<file path="src/rtl/bncd_pkg.sv">
// Package for the birth number check and decode block.
// Holds the accumulator state type and the fixed constants; no dependencies.
package bncd_pkg;

    localparam int unsigned CharW   = 8;
    localparam int unsigned PairW   = 7;
    localparam int unsigned DigitW  = 4;
    localparam int unsigned YearW   = 12;
    localparam int unsigned MonthW  = 4;
    localparam int unsigned DayW    = 5;
    localparam int unsigned AgeW    = 9;
    localparam int unsigned OutDataW = 40;

    // Register indexes on the configuration port.
    localparam logic [1:0] REG_TODAY_YEAR  = 2'd0;
    localparam logic [1:0] REG_TODAY_MONTH = 2'd1;
    localparam logic [1:0] REG_TODAY_DAY   = 2'd2;

    localparam logic [CharW-1:0]  CHAR_ZERO  = 8'd48;
    localparam logic [CharW-1:0]  CHAR_NINE  = 8'd57;
    localparam logic [3:0]        NUM_CHARS  = 4'd10;
    localparam logic [3:0]        CNT_SAT    = 4'd11;
    localparam logic [3:0]        CHECK_POS  = 4'd9;
    localparam logic [4:0]        MODULUS    = 5'd11;
    localparam logic [3:0]        REM_TEN    = 4'd10;
    localparam logic [PairW-1:0]  MONTH_MAX  = 7'd12;
    localparam logic [PairW-1:0]  MONTH_OFS  = 7'd50;
    localparam logic [PairW-1:0]  FEMALE_MIN = 7'd50;
    localparam logic [PairW-1:0]  CENTURY_SPLIT = 7'd54;
    localparam logic [YearW-1:0]  BASE_1900  = 12'd1900;
    localparam logic [YearW-1:0]  BASE_2000  = 12'd2000;

    localparam logic [YearW-1:0]  RST_YEAR   = 12'd2026;
    localparam logic [MonthW-1:0] RST_MONTH  = 4'd1;
    localparam logic [DayW-1:0]   RST_DAY    = 5'd1;

    localparam logic signed [13:0] AGE_MAX = 14'sd255;
    localparam logic signed [13:0] AGE_MIN = -14'sd256;

    typedef struct packed {
        logic [DigitW-1:0] rem;
        logic [3:0]        cnt;
        logic              bad;
        logic [PairW-1:0]  year;
        logic [PairW-1:0]  month;
        logic [PairW-1:0]  day;
        logic [DigitW-1:0] chk;
    } t_acc;

endpackage

</file>
<file path="src/rtl/birth_number_check_decode.sv">
// Birth number check and decode: checks a ten-digit birth number for its
// mod 11 check digit and decodes date of birth, sex and age. Uses bncd_pkg.
//
// Channel   Dir  Signals                       Content
// s_axis    in   tdata[7:0], tlast             one ASCII character, tlast on the final one
// m_axis    out  tdata[39:0], tuser[0]         decoded result, tuser = valid_res
// cfg       in   i_cfg_we, i_cfg_index[1:0],   today_year, today_month, today_day
//                i_cfg_wdata[11:0]
//
// One character is accepted per cycle. The running state is updated on
// every accepted character; the final character copies it into a snapshot
// register and clears it, and once the output register is free the snapshot
// is turned into the result held there. Stalls on m_axis back up through
// the output and snapshot registers to s_axis_tready. Reset is synchronous,
// active low.
module birth_number_check_decode (
    input  logic        i_clk,
    input  logic        i_rst_n,
    input  logic        s_axis_tvalid,
    output logic        s_axis_tready,
    input  logic [7:0]  s_axis_tdata,   // [7:0] char_code
    input  logic        s_axis_tlast,   // last_char
    output logic        m_axis_tvalid,
    input  logic        m_axis_tready,
    output logic [39:0] m_axis_tdata,   // [6:0] birth_day, [13:7] birth_month,
                                        // [25:14] birth_year, [26] female,
                                        // [35:27] age_years, [39:36] zero
    output logic        m_axis_tuser,   // valid_res
    input  logic        i_cfg_we,
    input  logic [1:0]  i_cfg_index,
    input  logic [11:0] i_cfg_wdata
);

    logic [bncd_pkg::YearW-1:0]  r_today_year;
    logic [bncd_pkg::MonthW-1:0] r_today_month;
    logic [bncd_pkg::DayW-1:0]   r_today_day;

    bncd_pkg::t_acc r_acc, n_acc;
    bncd_pkg::t_acc r_snap;
    logic           r_snap_valid;

    logic                         r_out_valid;
    logic                         r_out_ok;
    logic [bncd_pkg::PairW-1:0]   r_out_day;
    logic [bncd_pkg::PairW-1:0]   r_out_month;
    logic [bncd_pkg::YearW-1:0]   r_out_year;
    logic                         r_out_female;
    logic [bncd_pkg::AgeW-1:0]    r_out_age;

    logic out_free, snap_move, in_fire;
    logic is_digit;
    logic [bncd_pkg::DigitW-1:0] digit;
    logic [4:0] rem_diff;

    assign out_free      = !r_out_valid || m_axis_tready;
    assign snap_move     = r_snap_valid && out_free;
    assign s_axis_tready = !r_snap_valid || out_free;
    assign in_fire       = s_axis_tvalid && s_axis_tready;

    // Character step. Since 10 is -1 modulo 11, the new remainder is the
    // digit less the old remainder, brought back into range.
    always_comb begin
        is_digit = s_axis_tdata inside {[bncd_pkg::CHAR_ZERO:bncd_pkg::CHAR_NINE]};
        digit    = 4'(s_axis_tdata - bncd_pkg::CHAR_ZERO);
        rem_diff = {1'b0, digit} - {1'b0, r_acc.rem};
        if (digit < r_acc.rem) begin
            rem_diff = rem_diff + bncd_pkg::MODULUS;
        end
        n_acc = r_acc;
        if (!is_digit) begin
            n_acc.bad = 1'b1;
        end else begin
            if (r_acc.cnt < bncd_pkg::CHECK_POS) begin
                n_acc.rem = rem_diff[3:0];
            end
            case (r_acc.cnt)
                4'd0, 4'd1: n_acc.year  = 7'(r_acc.year * 7'd10 + {3'b0, digit});
                4'd2, 4'd3: n_acc.month = 7'(r_acc.month * 7'd10 + {3'b0, digit});
                4'd4, 4'd5: n_acc.day   = 7'(r_acc.day * 7'd10 + {3'b0, digit});
                bncd_pkg::CHECK_POS: n_acc.chk = digit;
                default: ;
            endcase
        end
        if (r_acc.cnt < bncd_pkg::CNT_SAT) begin
            n_acc.cnt = r_acc.cnt + 4'd1;
        end
    end

    // Decode of the snapshot.
    logic                       ok;
    logic [bncd_pkg::PairW-1:0] month_adj;
    logic [bncd_pkg::YearW-1:0] year_full;
    logic signed [13:0]         age_raw;
    logic signed [7:0]          month_s;
    logic                       age_dec;
    logic [bncd_pkg::AgeW-1:0]  age_sat;

    always_comb begin
        ok = (r_snap.cnt == bncd_pkg::NUM_CHARS) && !r_snap.bad &&
             ((r_snap.chk == r_snap.rem) ||
              (r_snap.rem == bncd_pkg::REM_TEN && r_snap.chk == 4'd0));
        month_adj = r_snap.month;
        if (r_snap.month > bncd_pkg::MONTH_MAX) begin
            month_adj = r_snap.month - bncd_pkg::MONTH_OFS;
        end
        month_s   = {month_adj[6], month_adj};
        year_full = {5'b0, r_snap.year} +
                    ((r_snap.year >= bncd_pkg::CENTURY_SPLIT) ?
                     bncd_pkg::BASE_1900 : bncd_pkg::BASE_2000);
        age_dec = ($signed({4'b0, r_today_month}) < month_s) ||
                  (($signed({4'b0, r_today_month}) == month_s) &&
                   ({2'b0, r_today_day} < r_snap.day));
        age_raw = $signed({2'b0, r_today_year}) - $signed({2'b0, year_full}) -
                  $signed({13'b0, age_dec});
        if (age_raw > bncd_pkg::AGE_MAX) begin
            age_sat = 9'(bncd_pkg::AGE_MAX);
        end else if (age_raw < bncd_pkg::AGE_MIN) begin
            age_sat = 9'(bncd_pkg::AGE_MIN);
        end else begin
            age_sat = age_raw[8:0];
        end
    end

    always_ff @(posedge i_clk) begin
        if (!i_rst_n) begin
            r_today_year  <= bncd_pkg::RST_YEAR;
            r_today_month <= bncd_pkg::RST_MONTH;
            r_today_day   <= bncd_pkg::RST_DAY;
        end else if (i_cfg_we) begin
            case (i_cfg_index)
                bncd_pkg::REG_TODAY_YEAR:  r_today_year  <= i_cfg_wdata;
                bncd_pkg::REG_TODAY_MONTH: r_today_month <= i_cfg_wdata[3:0];
                bncd_pkg::REG_TODAY_DAY:   r_today_day   <= i_cfg_wdata[4:0];
                default: ;
            endcase
        end
    end

    always_ff @(posedge i_clk) begin
        if (!i_rst_n) begin
            r_acc        <= '0;
            r_snap_valid <= 1'b0;
            r_out_valid  <= 1'b0;
        end else begin
            if (in_fire) begin
                r_acc <= s_axis_tlast ? '0 : n_acc;
            end
            if (in_fire && s_axis_tlast) begin
                r_snap_valid <= 1'b1;
            end else if (snap_move) begin
                r_snap_valid <= 1'b0;
            end
            if (snap_move) begin
                r_out_valid <= 1'b1;
            end else if (m_axis_tready) begin
                r_out_valid <= 1'b0;
            end
        end
    end

    always_ff @(posedge i_clk) begin
        if (in_fire && s_axis_tlast) begin
            r_snap <= n_acc;
        end
        if (snap_move) begin
            r_out_ok     <= ok;
            r_out_day    <= ok ? r_snap.day : '0;
            r_out_month  <= ok ? month_adj : '0;
            r_out_year   <= ok ? year_full : '0;
            r_out_female <= ok && (r_snap.month > bncd_pkg::FEMALE_MIN);
            r_out_age    <= ok ? age_sat : '0;
        end
    end

    assign m_axis_tvalid = r_out_valid;
    assign m_axis_tuser  = r_out_ok;
    assign m_axis_tdata  = {4'b0, r_out_age, r_out_female, r_out_year,
                            r_out_month, r_out_day};

endmodule

</file>
<file path="config.mk">
export PLATFORM = sky130hd
export DESIGN_NAME = birth_number_check_decode
export DESIGN_NICKNAME = d
export VERILOG_FILES = /design/src/rtl/bncd_pkg.sv /design/src/rtl/birth_number_check_decode.sv
export SDC_FILE = /design/constraint.sdc
export NUM_CORES = 1
export LEC_CHECK = 0
export BUFFER_PORTS_ARGS = -buffer_cell sky130_fd_sc_hd__buf_2
export CORE_AREA = 2 2 151 116
export DETAILED_ROUTE_END_ITERATION = 10
export DIE_AREA = 0 0 153 118
export PLACE_DENSITY = 0.65
export SYNTH_ARGS = -nofsm -noshare
export SYNTH_HDL_FRONTEND = slang
export SYNTH_SLANG_ARGS = --single-unit
</file>
<file path="constraint.sdc">
create_clock -name i_clk -period 5.15 [get_ports i_clk]
set_input_delay 0.2575 -clock i_clk [delete_from_list [all_inputs] [get_ports i_clk]]
set_output_delay 0.2575 -clock i_clk [all_outputs]
set_load 0.05 [all_outputs]
</file>
==> metrics.yaml, run 1 <==
path_max_fanout: 8
critPathMaxStageDelay_ps: 430
p_leak_nw: 3.442
cts_buffers: 17
gr-total-overflow: 0
avgRoutedWirePerCell_um: 16.30
synth_cells: 703
rows: 41
first_global_vias: 5234
seq_area_frac_synth: 0.4466
synth_top_family_by_area: "simple AND/OR/NAND/NOR gates"
dp_hpwl_mm: 11.63
crit_slowest_cell: "edfxtp_1"
crit_required_ps: 5400
synth_common_cells: "71 x edfxtp_1, 59 x ha_1, 59 x nand2_1"
slew_headroom: 0.2336
fillers: 1488
tritoncts: "done"
path_clk_slew_ps: 60
totalWireLength_mm: 16.26
crit_arrival_ps: 5120
crit_chain: "a21oi_1 > nor2_1 > or2_2 > ha_1 > fa_1 > a21o_1 > a21oi_4 > xnor2_2 > ha_2 > and2_1 > o211ai_1 > a31oi_1 > xor2_2 > inv_1 > nor3_1 > a41oi_1 > a211o_2 > a31oi_1"
antenna_found_initial: 0
vias: 5323
max_freq_mhz: 205.3
p_per_area_nw_per_um2: 325.3
die_y_um: 118
critPathKind: "reg2reg"
synth_adder_area_share: 0.1253
final_util: 0.5158
start_kind: "flop"
status: "complete, no violations"
drtIter0Drc: 260
core_area_um2: 16570
synth_edf_count: 71
synthArstFlopShare: 0
synth_cell_types: 69
syn_area_per_cell_um2: 10.43
yosys.area_share.simple: 0.1637
power.total_mw: 2.781
start_util: 0.4423
dr.pass1.iters: 4
maxCapViolCount: 0
die_w_um: 153
ys_seq_elements: 128
synth_compound_area_frac: 0.1325
skew_ps: 5.706
place.gp.congestion: 0.8630
grt_usage: 0.1852
synth_xor_area_frac: 0.06043
antenna_left: 0
yosysMostFrequentCell: "edfxtp_1"
areaGrowthSynthToFinish_pct: 16.61
route.detailed.drc: 0
min_period_over_period: 0.9460
cts_sinks: 128
ys.warnings.count: 0
clockBufferDepth: 2
syn_area_um2: 7330
seqCellArea_um2: 3273
pin_count: 71
grt_first_pass_wirelength_mm: 26.54
yosys-top-cells-area: "edfxtp_1 29%, dfxtp_1 16%, ha_1 10%"
cts_htree_levels: 4
ir_drop_uv: 249.9
insertion_delay_ps: 420
hold_viol: 0
worstHoldPathType: "in2reg"
synth_flop_cell: "edfxtp_1"
port_buffers: 66
finalMaxSlewViolations: 0
multiInputGateArea_um2: 3875
nets: 865
root_buffer: "clkbuf_16"
crit_path_frequent_cell: "a31oi_1"
tightestPinTransition_ps: 1147
drive_gt1_frac: 0.1790
diodes: 0
period_needed_ps: 4872
grt_max_degree: 57
setup_viol: 0
yosys.area.top_type: "edfxtp_1"
vias_per_cell: 5.339
endpoint_kind: "flop"
dieArea_um2: 18050
synth_top_area_frac: 0.2909
synthMuxAreaShare: 0.03397
[repair_timing]
item                       4_1_cts  5_1_grt
setup endpoints to repair        0        8
hold buffers                     0        0
gates resized for setup          0       11
setup buffers                    0        3
[worst max-delay path: cells and delay by family (launching register included)]
| kind | cells | cell delay [ps] |
|---|---|---|
| AOI/OAI and AO/OA | 8 | 1820 |
| adders and majority gates | 3 | 1050 |
| and+or+nand+nor | 4 | 880 |
| xor gates and xnor gates | 2 | 410 |
| buffers and inverters | 1 | 100 |
| DFF | 1 | 430 |
[sequential cells by signal, summed over array words and instances, names as in the netlist]
name	count
m_axis_tuser	1
m_axis_tvalid	1
r_acc	34
r_out_age	9
r_out_day	7
r_out_female	1
r_out_month	7
r_out_year	12
r_snap	34
r_snap_valid	1
r_today_day	5
r_today_month	4
r_today_year	12
[cells by family after synthesis]
family                   Yosys count
AO/OA/AOI/OAI                    141
XOR/XNOR                          48
adder cells (fa/ha/maj)           68
buffers and inverters             65
flip-flops                       128
multiplexers                      23
other                              1
AND/OR/NAND/NOR                  229
[layout make-up]
class	count	share of cell area
Inverter	35	0.01537
Sequential cell	128	0.3830
Timing Repair Buffer	74	0.04567
Multi-Input combinational cell	513	0.4534
Clock buffer	26	0.05607
Tap cell	215	0.03147
Clock inverter	6	0.01508
[layout by cell type (no fill, tap or decap), drive strengths merged, types with 6 or more instances in the layout]
master   n
a21oi   29
a21o    15
nor3b    6
a31oi    8
fa       9
and2    10
mux2i    8
nand2b  10
xor2    15
edfxtp  71
mux2    15
xnor2   33
nand2   60
nor2b   49
dfxtp   57
inv     35
ha      59
nand3   12
nor3     9
buf     74
o21ai   24
a22oi   31
clkbuf  26
nor2    47
[worst paths after layout]
path | end | startpoint | slack [ps] | depth (start not counted)
setup / recovery | r_out_age[6]$_SDFFCE_PN0P_ | r_snap[21]$_DFFE_PP_ | 280 | 18
hold / removal | r_today_year[5]$_SDFFE_PN1P_ | i_cfg_wdata[5] | 50 | 3
setup reg to reg | r_out_age[6]$_SDFFCE_PN0P_ | r_snap[21]$_DFFE_PP_ | 280 | 18
hold reg to reg | r_acc[25]$_SDFFE_PN0P_ | r_acc[25]$_SDFFE_PN0P_ | 470 | 2
[layer usage]
metal | share of wire | track usage
met2 | 0.44 | 0.2786
met3 | 0.055 | 0.04087
met1 | 0.49 | 0.2607
met4 | 0.017 | 0.07176
met5 | 0 | 0
[power by group]
part,switching [mW],internal (mW)
Sequential,0.0147,1.10
Clock,0.419,0.834
Combinational,0.266,0.145
Total,0.700,2.08
[per-stage QoR]
step	setup WS (ps)	cells	instance area [um^2]	hold slack [ps]	TNS [ps]
floorplan	719.1	706	7341	381.5	0
global placement	441.1	962	7848	455.5	0
detailed placement	133.4	962	7848	456.7	0
CTS	117.6	994	8456	32.96	0
global route	-14.95	997	8547	49.94	-14.95
finish	278.1	997	8547	46.23	0
Note: power is estimated with default switching activity, not from simulation.
==> run 2: changes to the inputs <==
Settings changed: CELL_PAD_IN_SITES_DETAIL_PLACEMENT set to 1, CELL_PAD_IN_SITES_GLOBAL_PLACEMENT set to 2, CORE_AREA 2 2 151 116 to 2 2 148 136, DIE_AREA 0 0 153 118 to 0 0 150 138, PLACE_DENSITY 0.65 to 0.81.
==> run 2 against run 1 <==
  * Core utilization shrank 7.7 points
  * Sequential power is essentially flat
  * Die area rose by 15%
  * Worst setup slack lost 43 ps
  * Combinational power down 2%
  * First-iteration DRC count fell by 28%
  * Worst hold slack worse by 13 ps
  * Sequential share of layout area up 0.18 points
  * Global-route usage fell by 0.85 points
  * Final area is 0.47% lower
  * Clock power shrank 8%
==> metrics.yaml, run 2 (synthesis gave the netlist of run 1 again) <==
rows: 49
totalWireLength_mm: 17.55
min_period_over_period: 0.9544
maxCapViolCount: 0
route.detailed.drc: 0
vias: 5306
rsz0062_at_grt: "yes"
cts_buffers: 17
nets: 864
drive_gt1_frac: 0.1869
start_util: 0.3783
place.gp.congestion: 0.8598
antenna_left: 0
p_leak_nw: 3.392
layout_commonest_cell: "edfxtp_1"
tritoncts: "done"
root_buffer: "clkbuf_16"
period_needed_ps: 4915
drtIter0Drc: 186
clockBufferDepth: 2
vias_per_cell: 5.122
dieArea_um2: 20700
diodes: 0
whs_ps: 33.37
areaGrowthSynthToFinish_pct: 16.06
dr.pass1.iters: 4
final_area_um2: 8507
crit_slowest_cell: "edfxtp_1"
crit_required_ps: 5320
rrSetupSlack_ps: 240
critPathKind: "reg2reg"
grt_first_pass_wirelength_mm: 28.55
setup_viol: 0
reg_top3: "r_acc (34), r_snap (34)"
first_global_vias: 5581
slew_headroom: 0.2349
endpoint_kind: "flop"
hold_buffers: 0
path_clk_slew_ps: 60
die_y_um: 138
dpl_cell_area_um2: 7898
grt_usage: 0.1767
crit_chain: "a21oi_1 > nor2_1 > or2_2 > ha_1 > fa_1 > a21o_1 > a21oi_2 > xnor2_1 > ha_2 > and4_1 > a211o_1 > a41oi_2 > xor2_2 > nand4_1 > nor3b_2 > nor3_2 > o31ai_4 > buf_4 > a31oi_1"
skew_ps: 8.966
port_buffers: 66
fillers: 2187
ir_drop_uv: 206.2
cts_sinks: 128
p_per_area_nw_per_um2: 314.2
final_cell_mix: "71 x edfxtp_1, 66 x buf_2, 59 x nand2_1, 58 x ha_1, 57 x dfxtp_1"
tightestPinTransition_ps: 1145
hold_viol: 0
insertion_delay_ps: 430
avgRoutedWirePerCell_um: 16.94
gr-total-overflow: 0
pin_count: 71
cts_htree_levels: 4
dp_hpwl_mm: 12.83
max_freq_mhz: 203.5
worstHoldPathType: "in2reg"
core_area_um2: 19370
die_w_um: 150
grt_max_degree: 57
start_kind: "flop"
antenna_found_initial: 0
crit_arrival_ps: 5090
path_max_fanout: 7
finalMaxSlewViolations: 0
critPathMaxStageDelay_ps: 440
status: "complete, no violations"
run 2: changes by cell type in the layout (fill, tap and decap cells not counted), moves of 2 or more:
cell        previous run  this run
a21oi_2                1         3
bufinv_16              4         0
clkbuf_1               7         0
clkbuf_8               2         0
clkinvlp_4             0         4
inv_6                  0         5
inv_8                  0         5
xnor2_1               30        32
xnor2_2                3         1
run 2: final cells by class:
type,count,area (um^2),area share
timing repair buffer,73,382.9,0.04501
inverter,35,131.4,0.01544
clock buffer,17,425.4,0.05001
sequential,128,3273,0.3848
clock inverter,15,138.9,0.01633
tap,255,319.1,0.03751
multi-input combinational,513,3836,0.4509
run 2: path summary, 6_finish.rpt:
kind | depth (start not counted) | end | startpoint
setup / recovery | 19 | r_out_age[4]$_SDFFCE_PN0P_ | r_snap[21]$_DFFE_PP_
hold / removal | 3 | r_today_year[8]$_SDFFE_PN1P_ | i_cfg_wdata[8]
setup reg to reg | 19 | r_out_age[4]$_SDFFCE_PN0P_ | r_snap[21]$_DFFE_PP_
hold reg to reg | 2 | r_today_year[9]$_SDFFE_PN1P_ | r_today_year[9]$_SDFFE_PN1P_
run 2: layer usage:
layer,global-route usage,vias to the layer above,wire length (um)
met5,0,-,0
met4,0.05362,0,298
met3,0.04257,25,677
met2,0.3011,98,8626
met1,0.2211,2563,7949
li1,-,2620,-
run 2: metrics by stage:
| step | cells | worst slack, ps | setup TNS (ps) | total power, mW | utilization |
|---|---|---|---|---|---|
| after floorplan | 706 | 719.1 | 0 | 1.430 | - |
| after detailed placement | 1002 | 53.55 | 0 | 1.527 | 0.4076 |
| after CTS | 1034 | 17.77 | 0 | 2.689 | 0.4368 |
| after global routing | 1036 | -41.60 | -216.5 | 2.790 | 0.4391 |
| final | 1036 | 235.0 | 0 | 2.673 | 0.4391 |
| after global placement | 1002 | 419.8 | 0 | 1.511 | 0.4076 |
run 2: timing repair:
| item | 4_1_cts | 5_1_grt |
|---|---|---|
| gates resized for setup | 0 | 7 |
| endpoints found under the setup margin | 0 | 8 |
| buffers inserted | 0 | 2 |
run 2: power breakdown:
part	internal (mW)	total, mW	switching [mW]
Clock	0.638	1.15	0.517
Combinational	0.144	0.403	0.259
Sequential	1.10	1.12	0.0153
Total	1.88	2.67	0.791
run 2: critical path, delay by kind of cell, from the launching register on:
kind,cells,cell delay [ps]
AO/OA/AOI/OAI,7,1340
adder cells (fa/ha/maj),3,1010
AND/OR/NAND/NOR,6,1270
XOR/XNOR,2,410
flip-flops,1,440
buffers and inverters,1,170
==> run 3: changes to the inputs <==
Settings changed: CORE_AREA 2 2 148 136 to 3 3 149 137, DIE_AREA 0 0 150 138 to 0 0 152 140, RECOVER_POWER set to 25.
==> run 3 against run 2 <==
  * Final area hardly changed
  * Maximum frequency is 0.26% higher
  * Clock power is 8% higher
  * Sequential share of layout area hardly changed
  * Cell count is 0.48% lower
  * Critical endpoint is now r_out_age[1]$_SDFFCE_PN0P_
  * Core utilization is 0.93 points higher
  * The flow now finishes with violations (capacitance limit, slew limit)
  * Largest cell class unchanged
  * First-iteration DRC count is 2.2% lower
  * Highest routed layer unchanged
  * Worst setup slack better by 13 ps
  * Die area is 2.8% higher
  * Via count is 0.98% higher
  * Combinational power is 1% higher
  * Non-clock buffer count stayed put
==> metrics.yaml, run 3 (synthesis gave the netlist of run 1 again) <==
port_buffers: 66
start_kind: "flop"
rows: 48
die_y_um: 140
antenna_left: 0
power.internal_mw: 2.010
violations: "capacitance limit, slew limit"
whs_ps: 45.50
combPwrFrac: 0.147
p_sw_uw: 756.7
fillers: 2154
diodes: 0
dieArea_um2: 21280
pin_count: 71
grt_usage: 0.1721
insertion_delay_ps: 420
maxCapViolCount: 1
tns_ps: 0
endpoint_kind: "flop"
final_area_um2: 8511
grt_first_pass_wirelength_mm: 29.66
vias: 5358
path_clk_slew_ps: 60
power.total_mw: 2.767
tritoncts: "done"
finalNonFillerCells: 1031
drtIter0Drc: 182
max_freq_mhz: 204.0
worstHoldPathType: "in2reg"
reg_top3: "r_acc (34), r_snap (34)"
final_cell_mix: "71 x edfxtp_1, 59 x nand2_1, 58 x ha_1, 57 x dfxtp_1, 48 x nor2b_1"
final_util: 0.4484
crit_arrival_ps: 5050
dp_hpwl_mm: 12.98
crit_required_ps: 5300
slew_headroom: -0.4788
p_leak_nw: 3.319
place_inst: 997
min_period_over_period: 0.9519
setup_ws_ps: 247.5
nets: 864
seqCellArea_um2: 3273
totalWireLength_mm: 17.98
ir_drop_uv: 233.9
dr.pass1.iters: 4
path_max_fanout: 8
cts_sinks: 128
period_needed_ps: 4902
skew_ps: 11.27
cts_buffers: 17
sw_frac_of_total: 0.2735
first_global_vias: 5709
avgRoutedWirePerCell_um: 17.44
p_per_area_nw_per_um2: 325.1
hold_viol: 0
areaGrowthSynthToFinish_pct: 16.11
multiInputGateArea_um2: 3845
tightestPinTransition_ps: 2218
post-place-ws_ps: 147.4
grt_max_degree: 57
route.detailed.drc: 0
drive_gt1_frac: 0.1408
die_w_um: 152
clockBufferDepth: 2
vias_per_cell: 5.197
layout_commonest_cell: "edfxtp_1"
critPathKind: "reg2reg"
antenna_found_initial: 0
root_buffer: "clkbuf_16"
cts_htree_levels: 4
core_area_um2: 18980
gr-total-overflow: 0
p_clk_frac: 0.449
dpl_cell_area_um2: 7891
setup_viol: 0
status: "finished, violations left"
finalMaxSlewViolations: 57
power_frac_seq: 0.403
place.gp.congestion: 0.8481
start_util: 0.3862
## run 3: changes by cell type in the layout (fill, tap and decap cells not counted), moves of 2 or more
cell       delta
buf_2        -36
bufinv_16     +3
clkbuf_1     +36
clkinv_4      +2
inv_6         -2
inv_8         -5
## run 3: layout make-up
type,count,area share
inverters,35,0.01544
clock buffers,17,0.04999
multi-input cells,513,0.4518
repair buffers,73,0.03969
well taps,250,0.03675
flip-flops and latches,128,0.3846
clock inverters,15,0.02176
## run 3: worst paths after layout
check	start	endpoint	slack (ps)	depth (start not counted)
max	r_snap[19]$_DFFE_PP_	r_out_age[1]$_SDFFCE_PN0P_	250	18
min	i_cfg_wdata[7]	r_today_year[7]$_SDFFE_PN1P_	50	3
max reg2reg	r_snap[19]$_DFFE_PP_	r_out_age[1]$_SDFFCE_PN0P_	250	18
min reg2reg	r_today_year[9]$_SDFFE_PN1P_	r_today_year[9]$_SDFFE_PN1P_	480	2
## run 3: power groups by stage
stage | combinational, mW | clock, mW | sequential [mW]
floorplan | 0.268 | 0 | 1.16
global placement | 0.373 | 0 | 1.14
detailed placement | 0.388 | 0 | 1.14
CTS | 0.393 | 1.27 | 1.12
global route | 0.449 | 1.32 | 1.12
finish | 0.407 | 1.24 | 1.12
## run 3: repair_timing
item / in CTS / in global routing
hold buffers: 0 / 0
setup buffers: 0 / 2
endpoints found under the setup margin: 0 / 8
gates resized for setup: 0 / 8
## run 3: worst max-delay path, stage by stage (launching register included)
cell,delay [ps]
edfxtp_1,440
a21oi_1,180
nor2_1,80
or2_2,360
ha_1,230
fa_1,410
a21o_1,190
a21oi_2,200
xnor2_1,190
ha_2,370
and4_1,200
a211o_1,280
a41oi_2,210
xor2_2,230
nand4_1,190
nor3b_2,270
nor3_2,80
o31ai_4,380
a21oi_1,150
## run 3: metal layers
layer	track usage	routed length [um]
met1	0.2132	8235
met2	0.3031	9027
met3	0.04140	559
met4	0.04352	161
met5	0	0
